<file path="config.mk">
export PLATFORM = sky130hd
export DESIGN_NAME = encoder_distance_drive
export DESIGN_NICKNAME = d
export VERILOG_FILES = /design/src/hdl/edd_pkg.sv /design/src/hdl/encoder_distance_drive.sv /design/src/hdl/edd_ctrl.sv /design/src/hdl/edd_dp.sv
export SDC_FILE = /design/constraint.sdc
export NUM_CORES = 2
export LEC_CHECK = 0
export ABC_AREA = 1
export ABC_CLOCK_PERIOD_IN_PS = 8400
export BUFFER_PORTS_ARGS = -buffer_cell sky130_fd_sc_hd__clkbuf_2
export CAP_MARGIN = 20
export CORE_ASPECT_RATIO = 0.75
export CORE_MARGIN = 2
export CORE_UTILIZATION = 61
export CTS_CLUSTER_SIZE = 30
export DETAILED_ROUTE_END_ITERATION = 12
export PLACE_DENSITY = 0.78
export SYNTH_ARGS = -nofsm -noshare
export SYNTH_HDL_FRONTEND = slang
export SYNTH_HIERARCHICAL = 1
export SYNTH_SLANG_ARGS = --single-unit
</file>
<file path="constraint.sdc">
create_clock -name clk_i -period 8.4 [get_ports clk_i]
set_input_delay 1.68 -clock clk_i [delete_from_list [all_inputs] [get_ports clk_i]]
set_output_delay 1.68 -clock clk_i [all_outputs]
set_load 0.01 [all_outputs]
</file>
<file path="src/hdl/edd_pkg.sv">
// Shared types and constants for the encoder distance drive block.
// Used by edd_ctrl, edd_dp and encoder_distance_drive; no dependencies.
package edd_pkg;

  localparam int unsigned DIST_W   = 24;          // signed travel field
  localparam int unsigned REM_W    = 25;          // signed remaining distance
  localparam int unsigned DUTY_W   = 16;          // Q0.16 duty and speed
  localparam int unsigned STEP_W   = 12;
  localparam int unsigned ZONE_W   = 20;
  localparam int unsigned DECAY_W  = 16;
  localparam int unsigned CFG_W    = 20;          // widest register
  localparam int unsigned CFG_IDX_W = 2;
  localparam int unsigned QUO_W    = DUTY_W;      // divider quotient bits
  localparam int unsigned DIV_CNT_W = $clog2(QUO_W);

  localparam logic [STEP_W-1:0]  PULSE_STEP_RST   = 12'd147;
  localparam logic [ZONE_W-1:0]  SLOW_ZONE_RST    = 20'd2048;
  localparam logic [DECAY_W-1:0] DECAY_FACTOR_RST = 16'd58982;

  typedef enum logic [CFG_IDX_W-1:0] {
    CFG_PULSE_STEP   = 2'd0,
    CFG_SLOW_ZONE    = 2'd1,
    CFG_DECAY_FACTOR = 2'd2
  } edd_cfg_e;

  typedef enum logic {
    MODE_START = 1'b0,
    MODE_TICK  = 1'b1
  } edd_mode_e;

  typedef struct packed {
    logic                     mode;
    logic signed [DIST_W-1:0] left_distance;
    logic signed [DIST_W-1:0] right_distance;
    logic [DUTY_W-1:0]        start_speed;
    logic                     left_hall;
    logic                     right_hall;
  } edd_in_t;

  typedef struct packed {
    logic [DUTY_W-1:0] left_duty;
    logic [DUTY_W-1:0] right_duty;
    logic              left_reverse;
    logic              right_reverse;
    logic              moving;
  } edd_out_t;

  // controller to datapath
  typedef struct packed {
    logic load;      // capture the accepted transaction
    logic apply;     // start update or hall edge update
    logic decay;     // slow zone speed decay
    logic steer;     // pick duties, launch divider
    logic div_step;  // one restoring division step
    logic div_last;  // final step, write quotient to duty
    logic push;      // load output register
  } edd_cmd_t;

  // datapath to controller
  typedef struct packed {
    logic tick_live; // captured item is a tick while a move runs
    logic need_div;  // steering needs a ratio
    logic out_free;  // output register can take a result
  } edd_sts_t;

endpackage

</file>
<file path="src/hdl/encoder_distance_drive.sv">
// Top level of the encoder distance drive: controller plus datapath.
// Depends on edd_pkg, edd_ctrl and edd_dp.
//
//   channel | handshake              | payload
//   --------+------------------------+---------------------------------
//   in      | in_valid_i/in_ready_o  | in_data_i  (edd_in_t)
//   out     | out_valid_o/out_ready_i| out_data_o (edd_out_t)
//   cfg     | cfg_valid_i/cfg_ready_o| cfg_index_i, cfg_data_i
//
// A start transaction or an idle tick goes from the accepting edge through
// apply to push. A tick during a move goes through apply, decay and steer and,
// when steering needs a ratio, the 16-step restoring divider, one quotient bit
// a cycle, before push. A new transaction is taken only after push, so one item
// is in flight at a time. A full output register holds the sequencer in push
// until the waiting result is taken. Reset is asynchronous, active low, and
// leaves the block idle with register defaults loaded.
// Config is always ready.
module encoder_distance_drive (
  input  logic                          clk_i,
  input  logic                          rst_ni,
  input  logic                          in_valid_i,
  output logic                          in_ready_o,
  input  edd_pkg::edd_in_t              in_data_i,
  output logic                          out_valid_o,
  input  logic                          out_ready_i,
  output edd_pkg::edd_out_t             out_data_o,
  input  logic                          cfg_valid_i,
  output logic                          cfg_ready_o,
  input  logic [edd_pkg::CFG_IDX_W-1:0] cfg_index_i,
  input  logic [edd_pkg::CFG_W-1:0]     cfg_data_i
);
  import edd_pkg::*;

  edd_cmd_t cmd;
  edd_sts_t sts;

  assign cfg_ready_o = 1'b1;

  edd_ctrl u_ctrl (
    .clk_i      (clk_i),
    .rst_ni     (rst_ni),
    .in_valid_i (in_valid_i),
    .in_ready_o (in_ready_o),
    .sts_i      (sts),
    .cmd_o      (cmd)
  );

  edd_dp u_dp (
    .clk_i       (clk_i),
    .rst_ni      (rst_ni),
    .in_data_i   (in_data_i),
    .cfg_valid_i (cfg_valid_i),
    .cfg_index_i (cfg_index_i),
    .cfg_data_i  (cfg_data_i),
    .cmd_i       (cmd),
    .sts_o       (sts),
    .out_valid_o (out_valid_o),
    .out_ready_i (out_ready_i),
    .out_data_o  (out_data_o)
  );

endmodule

</file>
<file path="src/hdl/edd_ctrl.sv">
// Sequencer for the encoder distance drive: walks each transaction through
// apply, optional decay, steer and divide, and output. Depends on edd_pkg.
module edd_ctrl (
  input  logic              clk_i,
  input  logic              rst_ni,
  input  logic              in_valid_i,
  output logic              in_ready_o,
  input  edd_pkg::edd_sts_t sts_i,
  output edd_pkg::edd_cmd_t cmd_o
);
  import edd_pkg::*;

  typedef enum logic [2:0] {
    ST_IDLE,
    ST_APPLY,
    ST_DECAY,
    ST_STEER,
    ST_DIV,
    ST_PUSH
  } state_e;

  state_e                state_q, state_d;
  logic [DIV_CNT_W-1:0]  cnt_q, cnt_d;

  localparam logic [DIV_CNT_W-1:0] CntLast = DIV_CNT_W'(QUO_W - 1);

  always_comb begin
    state_d = state_q;
    cnt_d   = cnt_q;
    cmd_o   = '0;
    in_ready_o = 1'b0;
    unique case (state_q)
      ST_IDLE: begin
        in_ready_o = 1'b1;
        if (in_valid_i) begin
          cmd_o.load = 1'b1;
          state_d    = ST_APPLY;
        end
      end
      ST_APPLY: begin
        cmd_o.apply = 1'b1;
        state_d     = sts_i.tick_live ? ST_DECAY : ST_PUSH;
      end
      ST_DECAY: begin
        cmd_o.decay = 1'b1;
        state_d     = ST_STEER;
      end
      ST_STEER: begin
        cmd_o.steer = 1'b1;
        cnt_d       = '0;
        state_d     = sts_i.need_div ? ST_DIV : ST_PUSH;
      end
      ST_DIV: begin
        cmd_o.div_step = 1'b1;
        cnt_d          = cnt_q + 1'b1;
        if (cnt_q == CntLast) begin
          cmd_o.div_last = 1'b1;
          state_d        = ST_PUSH;
        end
      end
      ST_PUSH: begin
        // hold until the output register is free
        if (sts_i.out_free) begin
          cmd_o.push = 1'b1;
          state_d    = ST_IDLE;
        end
      end
      default: state_d = ST_IDLE;
    endcase
  end

  always_ff @(posedge clk_i or negedge rst_ni) begin
    if (!rst_ni) begin
      state_q <= ST_IDLE;
      cnt_q   <= '0;
    end else begin
      state_q <= state_d;
      cnt_q   <= cnt_d;
    end
  end

  a_accept_to_apply: assert property (@(posedge clk_i) disable iff (!rst_ni)
    (in_valid_i && in_ready_o) |=> (state_q == ST_APPLY))
    else $error("accepted transaction did not enter apply");

  a_div_ends: assert property (@(posedge clk_i) disable iff (!rst_ni)
    (state_q == ST_DIV && cnt_q == CntLast) |=> (state_q == ST_PUSH))
    else $error("divider did not finish after its last step");

  a_push_free: assert property (@(posedge clk_i) disable iff (!rst_ni)
    cmd_o.push |-> sts_i.out_free)
    else $error("result pushed into a full output register");

endmodule

</file>
<file path="src/hdl/edd_dp.sv">
// Datapath of the encoder distance drive: config registers, move state,
// multipliers, restoring divider and output register. Depends on edd_pkg.
module edd_dp (
  input  logic                            clk_i,
  input  logic                            rst_ni,
  input  edd_pkg::edd_in_t                in_data_i,
  input  logic                            cfg_valid_i,
  input  logic [edd_pkg::CFG_IDX_W-1:0]   cfg_index_i,
  input  logic [edd_pkg::CFG_W-1:0]       cfg_data_i,
  input  edd_pkg::edd_cmd_t               cmd_i,
  output edd_pkg::edd_sts_t               sts_o,
  output logic                            out_valid_o,
  input  logic                            out_ready_i,
  output edd_pkg::edd_out_t               out_data_o
);
  import edd_pkg::*;

  localparam logic signed [REM_W:0] RemMin = -(REM_W+1)'(2 ** (REM_W - 1));

  // configuration
  logic [STEP_W-1:0]  pulse_step_q;
  logic [ZONE_W-1:0]  slow_zone_q;
  logic [DECAY_W-1:0] decay_factor_q;

  // captured transaction and move state
  edd_in_t                 in_q;
  logic signed [REM_W-1:0] lrem_q, rrem_q;
  logic [DUTY_W-1:0]       speed_q;
  logic                    lhall_q, rhall_q;
  logic [DUTY_W-1:0]       lduty_q, rduty_q;
  logic                    lrev_q, rrev_q;
  logic                    active_q;

  // divider
  logic [DIST_W-1:0] rem_q, div_q;
  logic [QUO_W-1:0]  quo_q;
  logic              side_q;   // 0 writes left duty, 1 right

  // output register
  logic     out_valid_q;
  edd_out_t out_q;

  function automatic logic signed [REM_W-1:0] dec_sat(
    input logic signed [REM_W-1:0] r,
    input logic [STEP_W-1:0]       step
  );
    logic signed [REM_W:0] n;
    n = {r[REM_W-1], r} - $signed({{(REM_W+1-STEP_W){1'b0}}, step});
    if (n < RemMin) n = RemMin;
    return n[REM_W-1:0];
  endfunction

  // start: magnitudes and directions
  logic signed [REM_W-1:0] l_ext, r_ext, l_abs, r_abs;
  assign l_ext = REM_W'(in_q.left_distance);
  assign r_ext = REM_W'(in_q.right_distance);
  assign l_abs = l_ext[REM_W-1] ? -l_ext : l_ext;
  assign r_abs = r_ext[REM_W-1] ? -r_ext : r_ext;

  // decay
  logic signed [REM_W-1:0] zone_s;
  logic                    in_zone;
  logic [2*DUTY_W-1:0]     decay_prod;
  assign zone_s     = $signed({{(REM_W-ZONE_W){1'b0}}, slow_zone_q});
  assign in_zone    = (lrem_q < zone_s) || (rrem_q < zone_s);
  assign decay_prod = speed_q * decay_factor_q;

  // steering
  logic                      both_done, l_less, r_less;
  logic [DIST_W-1:0]         small_mag;
  logic [DUTY_W+DIST_W-1:0]  ratio_prod;
  assign both_done  = (lrem_q <= 0) && (rrem_q <= 0);
  assign l_less     = lrem_q < rrem_q;
  assign r_less     = rrem_q < lrem_q;
  assign small_mag  = l_less ? lrem_q[DIST_W-1:0] : rrem_q[DIST_W-1:0];
  assign ratio_prod = speed_q * small_mag;

  // restoring division step
  logic [DIST_W:0]   trial;
  logic              ge;
  logic [DIST_W:0]   diff;
  logic [QUO_W-1:0]  quo_next;
  assign trial    = {rem_q, quo_q[QUO_W-1]};
  assign ge       = trial >= {1'b0, div_q};
  assign diff     = trial - {1'b0, div_q};
  assign quo_next = {quo_q[QUO_W-2:0], ge};

  assign sts_o.tick_live = (in_q.mode == MODE_TICK) && active_q;
  assign sts_o.need_div  = !both_done &&
                           ((l_less && lrem_q > 0) || (r_less && rrem_q > 0));
  assign sts_o.out_free  = !out_valid_q || out_ready_i;

  always_ff @(posedge clk_i or negedge rst_ni) begin
    if (!rst_ni) begin
      pulse_step_q   <= PULSE_STEP_RST;
      slow_zone_q    <= SLOW_ZONE_RST;
      decay_factor_q <= DECAY_FACTOR_RST;
    end else if (cfg_valid_i) begin
      unique case (cfg_index_i)
        CFG_PULSE_STEP:   pulse_step_q   <= cfg_data_i[STEP_W-1:0];
        CFG_SLOW_ZONE:    slow_zone_q    <= cfg_data_i[ZONE_W-1:0];
        CFG_DECAY_FACTOR: decay_factor_q <= cfg_data_i[DECAY_W-1:0];
        default: ;
      endcase
    end
  end

  always_ff @(posedge clk_i or negedge rst_ni) begin
    if (!rst_ni) begin
      lrem_q   <= '0;
      rrem_q   <= '0;
      speed_q  <= '0;
      lhall_q  <= 1'b0;
      rhall_q  <= 1'b0;
      lduty_q  <= '0;
      rduty_q  <= '0;
      lrev_q   <= 1'b0;
      rrev_q   <= 1'b0;
      active_q <= 1'b0;
    end else begin
      if (cmd_i.apply) begin
        if (in_q.mode == MODE_START) begin
          lrev_q  <= in_q.left_distance < 0;
          rrev_q  <= in_q.right_distance < 0;
          lrem_q  <= l_abs;
          rrem_q  <= r_abs;
          speed_q <= in_q.start_speed;
          lhall_q <= 1'b0;
          rhall_q <= 1'b0;
          if (l_abs > 0 || r_abs > 0) begin
            lduty_q  <= in_q.start_speed;
            rduty_q  <= in_q.start_speed;
            active_q <= 1'b1;
          end else begin
            lduty_q  <= '0;
            rduty_q  <= '0;
            active_q <= 1'b0;
          end
        end else if (active_q) begin
          // left edge wins over right in the same sample
          if (in_q.left_hall != lhall_q) begin
            lrem_q  <= dec_sat(lrem_q, pulse_step_q);
            lhall_q <= in_q.left_hall;
          end else if (in_q.right_hall != rhall_q) begin
            rrem_q  <= dec_sat(rrem_q, pulse_step_q);
            rhall_q <= in_q.right_hall;
          end
        end
      end
      if (cmd_i.decay && in_zone) begin
        speed_q <= decay_prod[2*DUTY_W-1:DUTY_W];
      end
      if (cmd_i.steer) begin
        if (both_done) begin
          lduty_q  <= '0;
          rduty_q  <= '0;
          active_q <= 1'b0;
        end else if (l_less) begin
          rduty_q <= speed_q;
          if (!(lrem_q > 0)) lduty_q <= '0;
        end else if (r_less) begin
          lduty_q <= speed_q;
          if (!(rrem_q > 0)) rduty_q <= '0;
        end
      end
      if (cmd_i.div_last) begin
        if (side_q) rduty_q <= quo_next;
        else        lduty_q <= quo_next;
      end
    end
  end

  // payload registers, no reset
  always_ff @(posedge clk_i) begin
    if (cmd_i.load) in_q <= in_data_i;
    if (cmd_i.steer) begin
      // product over 2^16 is below the divisor, so it seeds the remainder
      rem_q  <= ratio_prod[DUTY_W+DIST_W-1:QUO_W];
      quo_q  <= ratio_prod[QUO_W-1:0];
      div_q  <= l_less ? rrem_q[DIST_W-1:0] : lrem_q[DIST_W-1:0];
      side_q <= !l_less;
    end else if (cmd_i.div_step) begin
      rem_q <= ge ? diff[DIST_W-1:0] : trial[DIST_W-1:0];
      quo_q <= quo_next;
    end
    if (cmd_i.push) begin
      out_q.left_duty     <= lduty_q;
      out_q.right_duty    <= rduty_q;
      out_q.left_reverse  <= lrev_q;
      out_q.right_reverse <= rrev_q;
      out_q.moving        <= active_q;
    end
  end

  always_ff @(posedge clk_i or negedge rst_ni) begin
    if (!rst_ni) begin
      out_valid_q <= 1'b0;
    end else if (cmd_i.push) begin
      out_valid_q <= 1'b1;
    end else if (out_ready_i) begin
      out_valid_q <= 1'b0;
    end
  end

  assign out_valid_o = out_valid_q;
  assign out_data_o  = out_q;

  a_idle_duty_zero: assert property (@(posedge clk_i) disable iff (!rst_ni)
    !active_q |-> (lduty_q == '0 && rduty_q == '0))
    else $error("duty held while no move is running");

  a_div_rem_bound: assert property (@(posedge clk_i) disable iff (!rst_ni)
    cmd_i.div_step |-> (rem_q < div_q))
    else $error("divider remainder reached the divisor");

  a_rev_stable_on_tick: assert property (@(posedge clk_i) disable iff (!rst_ni)
    (cmd_i.apply && in_q.mode == MODE_TICK) |=> ($stable(lrev_q) && $stable(rrev_q)))
    else $error("direction changed on a tick");

endmodule

</file>
==> flow_metrics.tcl <==
set metrics [dict create \
    nFillCells 5702 \
    cpMostUsedCell "nand2_1" \
    relSlewSlack_pct 18.49 \
    timing.final.crit_share_pct 97.25 \
    path_delay_family "adder cells" \
    first_pass_iters 6 \
    r2r_slack_ns 0.23 \
    finalMaxSlewViolations 0 \
    crit_required_ns 8.76 \
    clock_latency_ns 0.60 \
    die_h_um 229.3 \
    critical-path-max-stage-delay_ns 0.56 \
    finish.utilization_pct 66.99 \
    avgSynthCellArea_sq_um 7.806 \
    worstMarginPinSlew_ns 1.223 \
    setup_violations 0 \
    antenna_found_initial 8 \
    ys_types 58 \
    htreeDepth 2 \
    synth_edf_count 167 \
    cts_root_buf "clkbuf_16" \
    muxShareOfSynthArea_pct 0 \
    drc 0 \
    path_class "flop to flop" \
    fin_nets 6325 \
    synthAdderAreaFrac_pct 34.25 \
    grt_pass1_vias 35438 \
    seq_area_sq_um 9014 \
    r2r-end "u_dp/rem_q[21]" \
    dr.first_iter.drc_count 4044 \
    wire_per_inst_um 20.55 \
    syn_inst 5289 \
    num_vias 36414 \
    async_flop_share_pct 48.77 \
    r2r_start "u_dp/rrem_q[21]" \
    cap_violations 0 \
    synth_nets 6212 \
    dpl.hpwl_mm 101.3 \
    endpoint_kind "flop" \
    synthFlopType "edfxtp_1" \
    dieWidth_um 304.4 \
    grt_pass1_wl_mm 204.1 \
    totalWireLength_mm 129.8 \
    io_buffer_count 130 \
    cts.clk_slew.worst_paths_ns 0.07 \
    status "completed" \
    ys_seq_area_share_pct 21.83 \
    fin_skew_ns 0.02762 \
    ys_ff_latch 326 \
    cts_sinks 326 \
    vias_per_cell 5.766 \
    multi_input_area_sq_um 27470 \
    grt_max_degree 74 \
    worstSetupStartpoint "u_dp/rrem_q[21]" \
    cts_buffer_depth 3 \
    synth-compound-area-share_pct 8.659 \
    hold_buffers 0 \
    final.min_clock_period_ns 8.169 \
    tns_ns 0 \
    rsz0062_at_grt "yes" \
    netlist_area_sq_um 41280 \
    cts_tree "done" \
    area_delta_synth_final_pct 8.547 \
    max_freq_ghz 0.1224 \
    critPathSlowestCell "fa_1" \
    path_buf_inv 7 \
    synthXorXnorAreaFrac_pct 2.185 \
    crit_arrival_ns 8.53 \
    cp.depth 33 \
    ys_warn_count 6 \
    finalHoldViolCount 0 \
    grt.total_usage_pct 38.12 \
    reg2regPathDepth 33 \
    synth_top_family_by_area "adder cells" \
    core_sq_um 66890 \
    worst-path-max-fanout 26 \
    critPathLaunchType "flop" \
    endpoint "u_dp/rem_q[21]" \
    finalWeightedCongestion 1.009 \
    fp-row-count 82 \
    fp.dieArea_sq_um 69800 \
    synth_simple_gate_area_share_pct 20.96 \
    cts_made_buffers 38 \
    hold_class "flop to flop" \
    final_layout_size_suffix_gt1_share_pct 9.391 \
    ant_nets 0 \
    ios 132 \
    grt_overflow 0 \
    start_util_pct 61.72 \
]
==> worst register-to-register path, delay by kind of cell, from the launching register on <==
family | cells | cell delay [ns]
compound gates | 6 | 1.78
buf+inv | 7 | 0.95
fa+ha+maj | 8 | 3.25
flops | 1 | 0.42
xor+xnor | 1 | 0.13
simple gates | 11 | 1.39
==> synth_stat cells, drive strengths merged (2+ instances only) <==
master / n / area (sq um)
nand2: 1376 / 5298
inv: 1065 / 3998
fa: 502 / 10050
nor2: 450 / 1752
ha: 327 / 4091
o21ai: 277 / 1544
a21oi: 253 / 1270
nand3: 174 / 885.9
edfxtp: 167 / 5015
dfrtp: 145 / 3628
clkbuf: 132 / 495.5
buf: 74 / 459.2
xor2: 64 / 560.5
nand4: 56 / 350.3
xnor2: 39 / 341.6
a31oi: 32 / 200.2
nor3: 29 / 145.1
a21o: 14 / 105.1
dfstp: 14 / 367.9
nand3b: 13 / 97.59
nor4: 11 / 75.07
o21bai: 11 / 82.58
o21a: 10 / 75.07
o211ai: 7 / 52.55
clkinv: 6 / 27.53
o221ai: 6 / 52.55
or2: 6 / 37.54
a21boi: 5 / 41.29
a22oi: 5 / 37.54
o2111ai: 3 / 26.28
o22ai: 3 / 18.77
o31ai: 3 / 22.52
a211oi: 2 / 15.01
dlygate4sd1: 2 / 17.52
o221a: 2 / 22.52
==> kinds of logic after synthesis <==
group	Yosys count
compound gates	634
xor+xnor	103
fa+ha+maj	829
buf+inv	1279
flops	326
other cells	1
simple gates	2117
==> timing repair <==
action,4_1_cts,5_1_grt
pin swaps,0,5
gates cloned,0,2
setup endpoints to repair,1,23
resized for setup,3,60
setup buffers,3,9
==> sequential cells by signal (all words and copies together) (netlist names) <==
signal,cells
u_dp/rduty_q,16
u_ctrl/cnt_q,4
u_dp/decay_factor_q,16
u_dp/rhall_q,1
u_dp/rrem_q,25
u_dp/lrem_q,25
u_dp/rrev_q,1
u_dp/lrev_q,1
u_dp/speed_q,16
u_dp/lduty_q,16
u_dp/in_q,67
u_ctrl/state_q,3
u_dp/out_valid_o,1
u_dp/quo_q,16
u_dp/pulse_step_q,12
u_dp/slow_zone_q,20
u_dp/rem_q,24
u_dp/lhall_q,1
u_dp/div_q,24
u_dp/out_data_o,35
u_dp/active_q,1
u_dp/side_q,1
==> cells in the final DEF (no fill, tap or decap), drive strengths merged, types with 10 or more instances in the layout <==
cell type	instances
a21o	14
a21oi	253
a31oi	32
buf	150
clkbuf	176
clkinv	21
clkinvlp	12
dfrtp	145
dfstp	14
edfxtp	167
fa	502
ha	327
inv	1061
nand2	1376
nand3	174
nand3b	13
nand4	56
nor2	450
nor3	29
nor4	11
o21a	10
o21ai	277
o21bai	11
xnor2	39
xor2	64
==> final cells by class <==
type,count,share of cell area (%)
diodes,2,0.01117
clock buffers,46,2.326
clock inverters,23,0.4300
inverters,1071,9.080
multi-input cells,3684,61.31
flip-flops and latches,326,20.11
well taps,882,2.463
repair buffers,280,4.252
repair inverters,1,0.01675
==> metal layers <==
metal,part of all wire [%],routed length (um),track usage (%),up-vias
met4,5.0,6500,16.01,8
li1,-,-,-,16504
met3,14,17710,10.77,341
met2,40,52150,53.82,2183
met1,41,53390,55.04,17378
met5,0.036,47,0,-
==> stage by stage <==
| step | hold WS, ns | cell area, sq um | instances | worst slack [ns] |
|---|---|---|---|---|
| after floorplan | 0.4253 | 41280 | 5289 | 0.7516 |
| after global placement | 0.4292 | 43140 | 6226 | 0.009397 |
| after CTS | 0.4349 | 44440 | 6299 | 0.1127 |
| final | 0.4362 | 44810 | 6315 | 0.2314 |
| after detailed placement | 0.4323 | 43170 | 6227 | -0.06529 |
| after global routing | 0.4592 | 44810 | 6313 | -0.04707 |
==> how the worst min path moves through the flow <==
stage	cells past startpoint	from	slack (ns)	end
floorplan	0	u_dp/rduty_q[7]	0.43	u_dp/out_data_o[10]
global placement	0	u_dp/rduty_q[10]	0.43	u_dp/out_data_o[13]
detailed placement	0	u_dp/lduty_q[10]	0.43	u_dp/out_data_o[29]
CTS	0	u_dp/lduty_q[10]	0.43	u_dp/out_data_o[29]
global route	0	u_dp/lduty_q[10]	0.46	u_dp/out_data_o[29]
finish	0	u_dp/lduty_q[10]	0.44	u_dp/out_data_o[29]
Power is left out: the tool's default activity adds up to more than one toggle a clock period on the data nets, which glitch-free logic cannot reach.
